**config.mk**
```make
export PLATFORM = sky130hd
export DESIGN_NAME = occupancy_grid_frontier_detector_unit
export DESIGN_NICKNAME = d
export VERILOG_FILES = /design/src/sv/ogfd_pkg.sv /design/src/sv/ogfd_ram.sv /design/src/sv/occupancy_grid_frontier_detector_unit.sv
export VERILOG_INCLUDE_DIRS = /design/src /design/src/sv
export SDC_FILE = /design/constraint.sdc
export NUM_CORES = 2
export LEC_CHECK = 0
export ABC_AREA = 1
export BUFFER_PORTS_ARGS = -buffer_cell sky130_fd_sc_hd__buf_2
export CAP_MARGIN = 20
export CORE_MARGIN = 2
export CORE_UTILIZATION = 45
export CTS_BUF_LIST = sky130_fd_sc_hd__clkbuf_16
export CTS_CLUSTER_SIZE = 8
export DETAILED_ROUTE_END_ITERATION = 10
export GPL_ROUTABILITY_DRIVEN = 0
export PLACE_DENSITY_LB_ADDON = 0.3
export SLEW_MARGIN = 25
export SYNTH_ARGS = -nofsm -noshare
export SYNTH_HDL_FRONTEND = slang
export SYNTH_HIERARCHICAL = 1
export SYNTH_SLANG_ARGS = --single-unit
```
**constraint.sdc**
```tcl
create_clock -name clk -period 19.35 [get_ports clk]
set_input_delay 0.9675 -clock clk [delete_from_list [all_inputs] [get_ports clk]]
set_output_delay 0.9675 -clock clk [all_outputs]
set_load 0.01 [all_outputs]
```
**src/sv/occupancy_grid_frontier_detector_unit_assert.svh**
```systemverilog
`ifndef OCCUPANCY_GRID_FRONTIER_DETECTOR_UNIT_ASSERT_SVH
`define OCCUPANCY_GRID_FRONTIER_DETECTOR_UNIT_ASSERT_SVH

// clocked check, quiet while reset is low
`define OGFD_CHECK(lbl, prop, msg) \
	lbl: assert property (@(posedge clk) disable iff (!arst_n) (prop)) else $error(msg);

// same-cycle implication
`define OGFD_IMPLIES(lbl, ante, cons, msg) \
	`OGFD_CHECK(lbl, (ante) |-> (cons), msg)

`endif

```
**src/sv/ogfd_pkg.sv**
```systemverilog
`timescale 1ns / 1ps
`default_nettype none

package ogfd_pkg;

	// raster coordinates are 8 bits, grid up to 256 x 256
	localparam int COL_W      = 8;
	localparam int ROW_W      = 8;
	localparam int MAX_WIDTH  = 1 << COL_W;
	localparam int MAX_HEIGHT = 1 << ROW_W;
	localparam int DIM_W      = COL_W + 1;
	localparam int MIN_DIM    = 6;

	// 2-bit cell codes
	typedef logic [1:0] code_t;
	localparam code_t CODE_OTHER    = 2'd0;
	localparam code_t CODE_FREE     = 2'd1;
	localparam code_t CODE_UNKNOWN  = 2'd2;
	localparam code_t CODE_OCCUPIED = 2'd3;

	// raw occupancy values
	localparam logic [7:0] VAL_UNKNOWN  = 8'hFF;
	localparam logic [7:0] VAL_FREE     = 8'd0;
	localparam logic [7:0] VAL_OCCUPIED = 8'd100;

	// register indexes
	localparam logic [2:0] REG_GRID_WIDTH  = 3'd0;
	localparam logic [2:0] REG_GRID_HEIGHT = 3'd1;
	localparam logic [2:0] REG_ROBOT_COL   = 3'd2;
	localparam logic [2:0] REG_ROBOT_ROW   = 3'd3;
	localparam logic [2:0] REG_POSE_VALID  = 3'd4;
	localparam logic [2:0] REG_EXCL_DIST   = 3'd5;

	localparam int PADDR_W = 5;
	localparam int DIST_W  = 17;

	// line store word: one code per row slot, four slots
	localparam int SLOTS  = 4;
	localparam int WORD_W = SLOTS * 2;

	function automatic code_t classify(input logic [7:0] v);
		code_t c;
		begin
			if (v == VAL_UNKNOWN) c = CODE_UNKNOWN;
			else if (v == VAL_FREE) c = CODE_FREE;
			else if (v == VAL_OCCUPIED) c = CODE_OCCUPIED;
			else c = CODE_OTHER;
			return c;
		end
	endfunction

	function automatic logic [DIM_W-1:0] sat_dim(input logic [DIM_W-1:0] v,
		input logic [DIM_W-1:0] hi);
		logic [DIM_W-1:0] r;
		begin
			if (v < DIM_W'(MIN_DIM)) r = DIM_W'(MIN_DIM);
			else if (v > hi) r = hi;
			else r = v;
			return r;
		end
	endfunction

endpackage

`default_nettype wire

```
**src/sv/ogfd_ram.sv**
```systemverilog
`timescale 1ns / 1ps
`default_nettype none

module ogfd_ram #(
	parameter int WIDTH = 8,
	parameter int DEPTH = 256
) (
	input  wire logic                     clk,
	input  wire logic                     we,
	input  wire logic [$clog2(DEPTH)-1:0] waddr,
	input  wire logic [WIDTH-1:0]         wdata,
	input  wire logic                     re,
	input  wire logic [$clog2(DEPTH)-1:0] raddr,
	output logic      [WIDTH-1:0]         rdata
);

	logic [WIDTH-1:0] mem [DEPTH];

	always_ff @(posedge clk) begin
		if (we) mem[waddr] <= wdata;
		if (re) rdata <= mem[raddr];
	end

endmodule

`default_nettype wire

```
**src/sv/occupancy_grid_frontier_detector_unit.sv**
```systemverilog
// a cell accepted into the stage 1 registers reaches m_axis through the stage 2 and output registers
// throughput: one cell per clock, stalled only by m_axis_tready
// the line store is one 256 x 8 ram (four row slots per column), read-modify-write per cell
// reset (arst_n low, asynchronous): raster position, window, pipeline valids and registers
// return to their defaults; the line store is not cleared and needs no clearing pass
`timescale 1ns / 1ps
`default_nettype none

module occupancy_grid_frontier_detector_unit (
	input  wire logic                         clk,
	input  wire logic                         arst_n,
	// apb configuration
	input  wire logic                         psel,
	input  wire logic                         penable,
	input  wire logic                         pwrite,
	input  wire logic [ogfd_pkg::PADDR_W-1:0] paddr,
	input  wire logic [31:0]                  pwdata,
	output logic      [31:0]                  prdata,
	output logic                              pready,
	// input cells
	input  wire logic                         s_axis_tvalid,
	output logic                              s_axis_tready,
	input  wire logic [7:0]                   s_axis_tdata,  // [7:0] cell_value (signed)
	input  wire logic                         s_axis_tuser,  // [0] frame_start
	// results
	output logic                              m_axis_tvalid,
	input  wire logic                         m_axis_tready,
	output logic      [15:0]                  m_axis_tdata,  // [7:0] center_col, [15:8] center_row
	output logic                              m_axis_tuser,  // [0] is_frontier
	output logic                              m_axis_tlast   // frame_last
);

	import ogfd_pkg::*;

	// configuration registers
	logic [DIM_W-1:0]  grid_width_q;
	logic [DIM_W-1:0]  grid_height_q;
	logic [COL_W-1:0]  robot_col_q;
	logic [ROW_W-1:0]  robot_row_q;
	logic              pose_valid_q;
	logic [DIST_W-1:0] excl_dist_q;
	logic [DIM_W-1:0]  w_sat;
	logic [DIM_W-1:0]  h_sat;
	logic              cfg_wr;

	assign pready = 1'b1;
	assign cfg_wr = psel & penable & pwrite;
	assign w_sat  = sat_dim(grid_width_q, DIM_W'(MAX_WIDTH));
	assign h_sat  = sat_dim(grid_height_q, DIM_W'(MAX_HEIGHT));

	always_ff @(posedge clk or negedge arst_n) begin
		if (!arst_n) begin
			grid_width_q  <= DIM_W'(200);
			grid_height_q <= DIM_W'(200);
			robot_col_q   <= '0;
			robot_row_q   <= '0;
			pose_valid_q  <= 1'b0;
			excl_dist_q   <= DIST_W'(100);
		end else if (cfg_wr) begin
			unique case (paddr[4:2])
				REG_GRID_WIDTH:  grid_width_q  <= pwdata[DIM_W-1:0];
				REG_GRID_HEIGHT: grid_height_q <= pwdata[DIM_W-1:0];
				REG_ROBOT_COL:   robot_col_q   <= pwdata[COL_W-1:0];
				REG_ROBOT_ROW:   robot_row_q   <= pwdata[ROW_W-1:0];
				REG_POSE_VALID:  pose_valid_q  <= pwdata[0];
				REG_EXCL_DIST:   excl_dist_q   <= pwdata[DIST_W-1:0];
				default: ;
			endcase
		end
	end

	always_comb begin
		unique case (paddr[4:2])
			REG_GRID_WIDTH:  prdata = 32'(grid_width_q);
			REG_GRID_HEIGHT: prdata = 32'(grid_height_q);
			REG_ROBOT_COL:   prdata = 32'(robot_col_q);
			REG_ROBOT_ROW:   prdata = 32'(robot_row_q);
			REG_POSE_VALID:  prdata = 32'(pose_valid_q);
			REG_EXCL_DIST:   prdata = 32'(excl_dist_q);
			default:         prdata = '0;
		endcase
	end

	// whole pipeline moves together whenever the output register can take a word
	logic advance;
	logic accept;

	assign advance       = !m_axis_tvalid || m_axis_tready;
	assign s_axis_tready = advance;
	assign accept        = s_axis_tvalid && advance;

	// stage 0: raster position of the arriving cell
	logic [COL_W-1:0] raster_col_q;
	logic [ROW_W-1:0] raster_row_q;
	logic [DIM_W-1:0] c_start, r_start, r_inc, c_next, r_next;
	logic [COL_W-1:0] col_0, col_d;
	logic [ROW_W-1:0] row_0, row_d;

	always_comb begin
		c_start = s_axis_tuser ? '0 : DIM_W'(raster_col_q);
		r_start = s_axis_tuser ? '0 : DIM_W'(raster_row_q);
		// position beyond the grid wraps
		if (c_start >= w_sat) begin
			col_0 = '0;
			r_inc = r_start + DIM_W'(1);
		end else begin
			col_0 = c_start[COL_W-1:0];
			r_inc = r_start;
		end
		row_0 = (r_inc >= h_sat) ? '0 : r_inc[ROW_W-1:0];

		c_next = DIM_W'(col_0) + DIM_W'(1);
		r_next = DIM_W'(row_0) + DIM_W'(1);
		if (c_next >= w_sat) begin
			col_d = '0;
			row_d = (r_next >= h_sat) ? '0 : r_next[ROW_W-1:0];
		end else begin
			col_d = c_next[COL_W-1:0];
			row_d = row_0;
		end
	end

	always_ff @(posedge clk or negedge arst_n) begin
		if (!arst_n) begin
			raster_col_q <= '0;
			raster_row_q <= '0;
		end else if (accept) begin
			raster_col_q <= col_d;
			raster_row_q <= row_d;
		end
	end

	// line store ram
	logic              ram_we;
	logic [WORD_W-1:0] ram_rdata;
	logic [WORD_W-1:0] word_new;

	// stage 1 registers
	logic              valid_s1;
	logic [COL_W-1:0]  col_s1;
	logic [ROW_W-1:0]  row_s1;
	code_t             code_s1;
	logic              fwd_s1;
	logic [WORD_W-1:0] fwd_word_s1;

	assign ram_we = valid_s1 && advance;

	ogfd_ram #(
		.WIDTH(WORD_W),
		.DEPTH(MAX_WIDTH)
	) u_line_store (
		.clk  (clk),
		.we   (ram_we),
		.waddr(col_s1),
		.wdata(word_new),
		.re   (accept),
		.raddr(col_0),
		.rdata(ram_rdata)
	);

	always_ff @(posedge clk or negedge arst_n) begin
		if (!arst_n) begin
			valid_s1 <= 1'b0;
			fwd_s1   <= 1'b0;
		end else if (advance) begin
			valid_s1 <= accept;
			// same column read while being written: take the written word
			fwd_s1   <= accept && ram_we && (col_0 == col_s1);
		end
	end

	always_ff @(posedge clk) begin
		if (advance) begin
			col_s1      <= col_0;
			row_s1      <= row_0;
			code_s1     <= classify(s_axis_tdata);
			fwd_word_s1 <= word_new;
		end
	end

	// stage 1: assemble the new window column and write back the line store
	logic [WORD_W-1:0] word_rd;
	logic [9:0]        col_bits;
	logic [1:0]        slot;
	logic [49:0]       window_q;
	logic [COL_W-1:0]  cc_1, acx_1;
	logic [ROW_W-1:0]  cr_1, acy_1;
	logic              produce_1, edge_ok_1, last_1;

	assign word_rd = fwd_s1 ? fwd_word_s1 : ram_rdata;

	always_comb begin
		// oldest row first: slot (r + k) mod 4 holds row r-4+k
		for (int k = 0; k < SLOTS; k++) begin
			slot = row_s1[1:0] + 2'(k);
			col_bits[2*k +: 2] = word_rd[2*slot +: 2];
		end
		col_bits[9:8] = code_s1;
		word_new = word_rd;
		word_new[2*row_s1[1:0] +: 2] = code_s1;
	end

	always_ff @(posedge clk or negedge arst_n) begin
		if (!arst_n) begin
			window_q <= '0;
		end else if (advance && valid_s1) begin
			window_q <= {col_bits, window_q[49:10]};
		end
	end

	always_comb begin
		cc_1      = col_s1 - COL_W'(2);
		cr_1      = row_s1 - ROW_W'(2);
		produce_1 = (col_s1 >= COL_W'(4)) && (row_s1 >= ROW_W'(4));
		edge_ok_1 = (cc_1 >= COL_W'(3)) && ((DIM_W'(cc_1) + DIM_W'(4)) <= w_sat)
			&& (cr_1 >= ROW_W'(3)) && ((DIM_W'(cr_1) + DIM_W'(4)) <= h_sat);
		last_1    = (DIM_W'(col_s1) == w_sat - DIM_W'(1))
			&& (DIM_W'(row_s1) == h_sat - DIM_W'(1));
		acx_1     = (cc_1 >= robot_col_q) ? cc_1 - robot_col_q : robot_col_q - cc_1;
		acy_1     = (cr_1 >= robot_row_q) ? cr_1 - robot_row_q : robot_row_q - cr_1;
	end

	// stage 2 registers
	logic                 valid_s2;
	logic [COL_W-1:0]     cc_s2;
	logic [ROW_W-1:0]     cr_s2;
	logic                 edge_ok_s2, last_s2;
	logic [2*COL_W-1:0]   sqx_s2;
	logic [2*ROW_W-1:0]   sqy_s2;

	always_ff @(posedge clk or negedge arst_n) begin
		if (!arst_n) begin
			valid_s2 <= 1'b0;
		end else if (advance) begin
			valid_s2 <= valid_s1 && produce_1;
		end
	end

	always_ff @(posedge clk) begin
		if (advance) begin
			cc_s2      <= cc_1;
			cr_s2      <= cr_1;
			edge_ok_s2 <= edge_ok_1;
			last_s2    <= last_1;
			sqx_s2     <= acx_1 * acx_1;
			sqy_s2     <= acy_1 * acy_1;
		end
	end

	// stage 2: judge the window centre; window_q holds this cell's window here
	logic              occ_near, unk_near, centre_free, far_ok, frontier_2;
	logic [DIST_W-1:0] dist_2;
	code_t             wv;

	always_comb begin
		occ_near = 1'b0;
		unk_near = 1'b0;
		for (int dr = 0; dr < 5; dr++) begin
			for (int dc = 0; dc < 5; dc++) begin
				wv = window_q[dc*10 + dr*2 +: 2];
				if (wv == CODE_OCCUPIED) occ_near = 1'b1;
				if (wv == CODE_UNKNOWN && dr >= 1 && dr <= 3 && dc >= 1 && dc <= 3)
					unk_near = 1'b1;
			end
		end
		centre_free = (window_q[2*10 + 2*2 +: 2] == CODE_FREE);
		dist_2      = DIST_W'(sqx_s2) + DIST_W'(sqy_s2);
		far_ok      = !pose_valid_q || (dist_2 > excl_dist_q);
		frontier_2  = centre_free && unk_near && !occ_near && edge_ok_s2 && far_ok;
	end

	// output register
	always_ff @(posedge clk or negedge arst_n) begin
		if (!arst_n) begin
			m_axis_tvalid <= 1'b0;
		end else if (advance) begin
			m_axis_tvalid <= valid_s2;
		end
	end

	always_ff @(posedge clk) begin
		if (advance) begin
			m_axis_tdata <= {cr_s2, cc_s2};
			m_axis_tuser <= frontier_2;
			m_axis_tlast <= last_s2;
		end
	end

	`include "occupancy_grid_frontier_detector_unit_assert.svh"

	// frontier cells sit at least three cells in from the top and left edges
	`OGFD_IMPLIES(a_frontier_inside, m_axis_tvalid && m_axis_tuser, (m_axis_tdata[7:0] >= 8'd3) && (m_axis_tdata[15:8] >= 8'd3), "frontier too close to grid edge")
	// the last result lies two cells from the right edge, so it is never a frontier
	`OGFD_IMPLIES(a_last_not_frontier, m_axis_tvalid && m_axis_tlast, !m_axis_tuser, "last result flagged as frontier")
	// forwarding only ever follows an accepted cell
	`OGFD_IMPLIES(a_fwd_has_item, fwd_s1, valid_s1, "forward flag without item in stage 1")

endmodule

`default_nettype wire

```
**After elaboration in Yosys (flattened, before gate mapping)**

Memories as Yosys holds them, arrays and structs flattened. A register that Yosys moved wholly into a read port is not among the register bits.
Index checks and enable logic that the tools add are counted.

- $lt $le $gt $ge: 17
- Reduce and logical (&&, ||, !) cells: 27
- $add $sub $neg: 18
- Multiplexer cells: 55
- Multiply operators: 2
- Bitwise logic cells: 2
- Equal/unequal tests: 45
- Shift operators: 6

Operators by type and width:

| operator | count |
|---|---|
| $pmux W17 S6 | 1 |
| $mux W8 | 10 |
| $eq A2 B2 Y1 const B | 34 |
| $mux W9 | 5 |
| $mux W1 | 36 |
| $neg A3 Y34 | 1 |
| $shift A2 B34 Y8 const A | 1 |
| $shiftx A2 B34 Y8 | 1 |
| $mul A8 B8 Y16 | 2 |
| $shiftx A8 B4 Y2 | 4 |
| $sub A8 B8 Y8 | 4 |
| $add A8 B1 Y9 const B | 3 |
| $ge A9 B9 Y1 | 3 |
| $add A8 B3 Y9 const B | 2 |
| $eq A8 B9 Y1 | 2 |
| $gt A9 B9 Y1 const B | 2 |
| $le A9 B9 Y1 | 2 |
| $lt A9 B3 Y1 const B | 2 |
| $sub A9 B1 Y9 const B | 2 |
| $add A16 B16 Y17 | 1 |
| $gt A17 B17 Y1 | 1 |
| $ge A8 B2 Y1 const B | 2 |
| $ge A8 B3 Y1 const B | 2 |
| $ge A8 B8 Y1 | 2 |
| 20 further kinds | 47 |

- Memories kept: 1
- Register bits after elaboration: 216
- Bits of input ports: 53
- Word-level logic and storage cells: 199
- Bits in writable memories: 2048

Memories:

| name | depth | bits a word | read ports | clocked after Yosys merged registers in | wr ports | line | source |
|---|---|---|---|---|---|---|---|
| u_line_store.mem | 256 | 8 | 1 | 1 | 1 | ogfd_ram.sv:17 | `logic [WIDTH-1:0] mem [DEPTH];` |

**Logic depth before layout (Yosys ltp)**

- Depth after elaboration: 30
- Mapped depth: 47

**Modules after synthesis**

The synthesis kept the hierarchy.

Modules (own cells, without submodules):

| module | seq. area each (µm²) | area an instance (µm²) | cells an instance | instances |
|---|---|---|---|---|
| ogfd_ram | 61739.2 | 83476.3 | 7003 | 1 |
| occupancy_grid_frontier_detector_unit | 5826.8 | 16983.8 | 2033 | 1 |

**Worst setup path before layout**

OpenSTA, ideal clock, no wires.

- Path kind: register to register
- From: register row_s1[0]
- To: register fwd_word_s1[4], data pin
- Slack: 5056 ps
- Cell stages (with the launch flop): 6
- Period minus slack after synthesis: 14294 ps
- Buffers on the path: 1
- Arrival time: 12018 ps
- Cell sequence: edfxtp_1 clkinv_1 clkbuf_1 ha_1 nand3_1 o32ai_1

- Cells in the longest elaborated chain, start to end: 3
- Elaborated cells on any way between the ends: 4

Ends and longest elaborated chain:

| item | line | source |
|---|---|---|
| start, declared | occupancy_grid_frontier_detector_unit.sv:141 | `logic [ROW_W-1:0] row_s1;` |
| start signal, assigned | occupancy_grid_frontier_detector_unit.sv:175 | `row_s1 <= row_0;` |
| $neg A3 Y34 * | occupancy_grid_frontier_detector_unit.sv:200 | `word_new[2*row_s1[1:0] +: 2] = code_s1;` |
| $shiftx A2 B34 Y8 or $shift A2 B34 Y8 (tied branches) | occupancy_grid_frontier_detector_unit.sv:200 |  |
| $bwmux W8 * | occupancy_grid_frontier_detector_unit.sv:200 |  |
| named net word_new[4] | occupancy_grid_frontier_detector_unit.sv:136 | `logic [WORD_W-1:0] word_new;` |
| end signal, assigned | occupancy_grid_frontier_detector_unit.sv:177 | `fwd_word_s1 <= word_new;` |
| end, declared | occupancy_grid_frontier_detector_unit.sv:144 | `logic [WORD_W-1:0] fwd_word_s1;` |

The timed path passes the listed nets; every way through them passes the cells marked *.
A chain may end at the register's enable or synchronous reset.

**Worst setup path after layout**

- From: register row_s1[1]
- To: register sqy_s2[14], data pin

- Cells in the longest elaborated chain, start to end: 4
- Elaborated cells on any way between the ends: 6

Ends and longest elaborated chain:

| item | line | source |
|---|---|---|
| $sub A8 B2 Y8 * | occupancy_grid_frontier_detector_unit.sv:213 | `cr_1 = row_s1 - ROW_W'(2);` |
| named net cr_1[1] | occupancy_grid_frontier_detector_unit.sv:187 | `logic [ROW_W-1:0] cr_1, acy_1;` |
| $sub A8 B8 Y8 or $ge A8 B8 Y1 (tied branches) | occupancy_grid_frontier_detector_unit.sv:220 | `acy_1 = (cr_1 >= robot_row_q) ? cr_1 - robot_row_q : robot_row_q - cr_1;` |
| $mux W8 * | occupancy_grid_frontier_detector_unit.sv:220 |  |
| $mul A8 B8 Y16 * | occupancy_grid_frontier_detector_unit.sv:246 | `sqy_s2 <= acy_1 * acy_1;` |
| end signal, assigned | occupancy_grid_frontier_detector_unit.sv:246 |  |
| end, declared | occupancy_grid_frontier_detector_unit.sv:229 | `logic [2*ROW_W-1:0] sqy_s2;` |

Marked as above.

==> summary.txt <==
Cells and area
  • Fillers: 19105
  • Commonest non-fill, non-tap cells in the layout: nand2_1, edfxtp_1, nand3_1, nor2_1, inv_1
  • # nets final: 9310
  • Fraction of layout cells with a size suffix above 1: 6.51%
  • Commonest non-fill, non-tap cell in the layout: nand2_1
  • Area delta synth->final: 11.2%

Clocking
  • CTS max path bufs: 4
  • Hold Buf Count CTS: 0
  • CTS clk-pin slew, worst paths: 60 ps
  • Cts repair resizes: 0
  • Postcts setup bufs: 0
  • Worst-Skew Late Latency: 950 ps
  • H-tree Lvls: 5
  • Root buffer cell: clkbuf_16
  • CTS sink count: 2270
  • CTS tree: yes
  • CTS buffer count: 333

Setup path
  • Setup crit start kind: register
  • Worst endpoint data arrival time: 9530 ps
  • Crit Path Class: register to register
  • CP required: 19980 ps
  • Worst path max stage delay: 700 ps
  • CP endpoint kind: register
  • Most common cell on crit path: inv_1
  • CP max FO: 14
  • CP max stage cell: edfxtp_1

Floorplanning
  • DIE HEIGHT: 476 um
  • Die Width: 476 um
  • Core area: 0.222 mm^2
  • Initial Util: 45.2%
  • # rows: 173
  • I/O pins: 106
  • Die area: 0.227 mm^2

Logic synthesis
  • Post-Syn Area: 0.100 mm^2
  • Syn Area/Cell: 11.1 um^2
  • Register area share after synthesis: 67.3%
  • Netlist cell types: 66
  • Register bit count reported by yosys: 2270
  • EDFF count, synth: 2148
  • Syn. warnings: 6
  • Post-synth ARST share: 5.37%
  • Synth Flop Type: edfxtp_1
  • Post-Syn Instances: 9036

Global route
  • Vias in the first global route: 65547
  • Total GRT Usage: 22.6%
  • Global-route wire length before repair: 397000 um
  • Busiest grt layer: met2
  • Largest net degree at the start of global routing: 214
  • Initial antenna violation count: 4
  • GRT overflow: 0
  • Met2 usage: 35.8%
  • M1 GR Usage: 31.0%
  • GR Util met3: 4.05%

STA
  • Worst-margin pin slew: 1180 ps
  • Final slew viol count: 0
  • Crit path time final: 8890 ps
  • Fin crit share: 46.0%
  • Hold Vio Cnt, Final: 0
  • Setup TNS: 0 ps
  • Clock skew: 67.8 ps
  • Finish-stage setup viols: 0
  • RSZ-0062 raised after global routing: false
  • Max Fclk: 0.112 GHz
  • Slew headroom: 21.0%

Job
  • Maxcap violations: 0

Routing
  • ANT nets after route: 0
  • Via count: 68120
  • DR pass1 iterations: 6
  • Final WL: 263000 um
  • Vias/cell: 5.65
  • Initial DRC count: 7905
  • WL per Instance: 21.8 um
  • # DRC: 0

Placement
  • Post-DP HPWL: 147000 um
  • # port buffers: 72

Worst hold path
  • HP Class: input port to asynchronous set/reset pin

Run status
  • Status: finished, final reports clean
==> registers in the layout, summed over array words and instances, names as in the netlist, 9 cells and up <==
name / count
grid_height_q: 9
u_line_store/mem: 2048
sqx_s2: 15
grid_width_q: 9
excl_dist_q: 17
window_q: 50
m_axis_tdata: 16
sqy_s2: 15
==> cell type report <==
class                           instances  area (um^2)  share of cell area [%]
Sequential cell                      2270        67600                    60.5
Multi-Input combinational cell       5850        28900                    25.8
Clock buffer                          339         8480                    7.60
Tap cell                             2975         3720                    3.33
Inverter                              401         1570                    1.40
Timing Repair Buffer                  160         1210                    1.09
Clock inverter                         57          255                   0.229
Antenna cell                            2         5.00                 0.00448
==> per-stage QoR <==
step | setup WS (ps) | hold WS, ps | cells | area [um^2] | utilization, %
5_1_grt | 9920 | 113 | 12052 | 112000 | 50.3
3_5_place_dp | 10510 | 405 | 11654 | 103000 | 46.3
4_1_cts | 10410 | 66.7 | 12050 | 112000 | 50.2
6_report | 10460 | 87.0 | 12054 | 112000 | 50.3
2_1_floorplan | 5060 | 400 | 9052 | 101000 | -
3_3_place_gp | 10560 | 401 | 11654 | 103000 | 46.3
==> synth_stat cells (all sizes together), types with 5 or more instances <==
master	n	share of area (%)
nor2	438	1.7
dfrtp	113	2.8
fa	54	1.1
nand3	2117	11
o21bai	7	0.056
o221ai	12	0.10
a21oi	80	0.41
buf	392	2.2
o211ai	5	0.037
xnor2	30	0.27
clkbuf	139	0.52
a21o	9	0.067
nand2	2517	9.5
o22ai	24	0.15
clkinv	5	0.019
dfstp	9	0.24
a221oi	10	0.093
o2111ai	5	0.044
a211oi	6	0.045
ha	187	2.3
xor2	79	0.70
nand4	22	0.14
nor4	6	0.044
o21ai	171	0.87
edfxtp	2148	64
inv	396	1.5
nor3	20	0.12
mux2i	5	0.050
==> metal layers <==
layer | wire length (um) | vias up
met5 | 30 | -
met4 | 9710 | 4
met3 | 23500 | 596
met2 | 122000 | 3054
met1 | 108000 | 33119
li1 | - | 31347
==> worst paths after layout <==
kind / slack (ps) / start / to / depth (start not counted)
max: 10460 / row_s1[1] / sqy_s2[14] / 31
max reg2reg: 10460 / row_s1[1] / sqy_s2[14] / 31
max in group asynchronous: 18120 / arst_n / window_q[40] / 3
min in group clk: 280 / pwdata[14] / excl_dist_q[14] / 3
min reg2reg: 410 / cc_s2[0] / m_axis_tdata[0] / 0
min: 90 / arst_n / excl_dist_q[14] / 1
==> logic make-up (layout without fill, tap and decap cells) <==
group / count (synthesis) / count (layout) / synth area share (%)
other: 2 / 20 / 0.00748
buffers and inverters: 932 / 957 / 4.21
muxes: 6 / 6 / 0.0610
adders and majority gates: 241 / 241 / 3.41
and+or+nand+nor: 5135 / 5135 / 22.1
DFF: 2270 / 2270 / 67.3
xor gates and xnor gates: 109 / 109 / 0.973
AOI/OAI and AO/OA: 341 / 341 / 1.97
==> critical path: cells and delay by family (launching register included) <==
kind	cells	cell delay, ps
xor+xnor	3	1210
simple gates	6	710
fa+ha+maj	7	3320
buf+inv	6	980
compound gates	8	1340
mux	1	340
flops	1	700
Power is not shown: default switching activity piles up to over one toggle a cycle in this logic, so the estimate is an artifact.
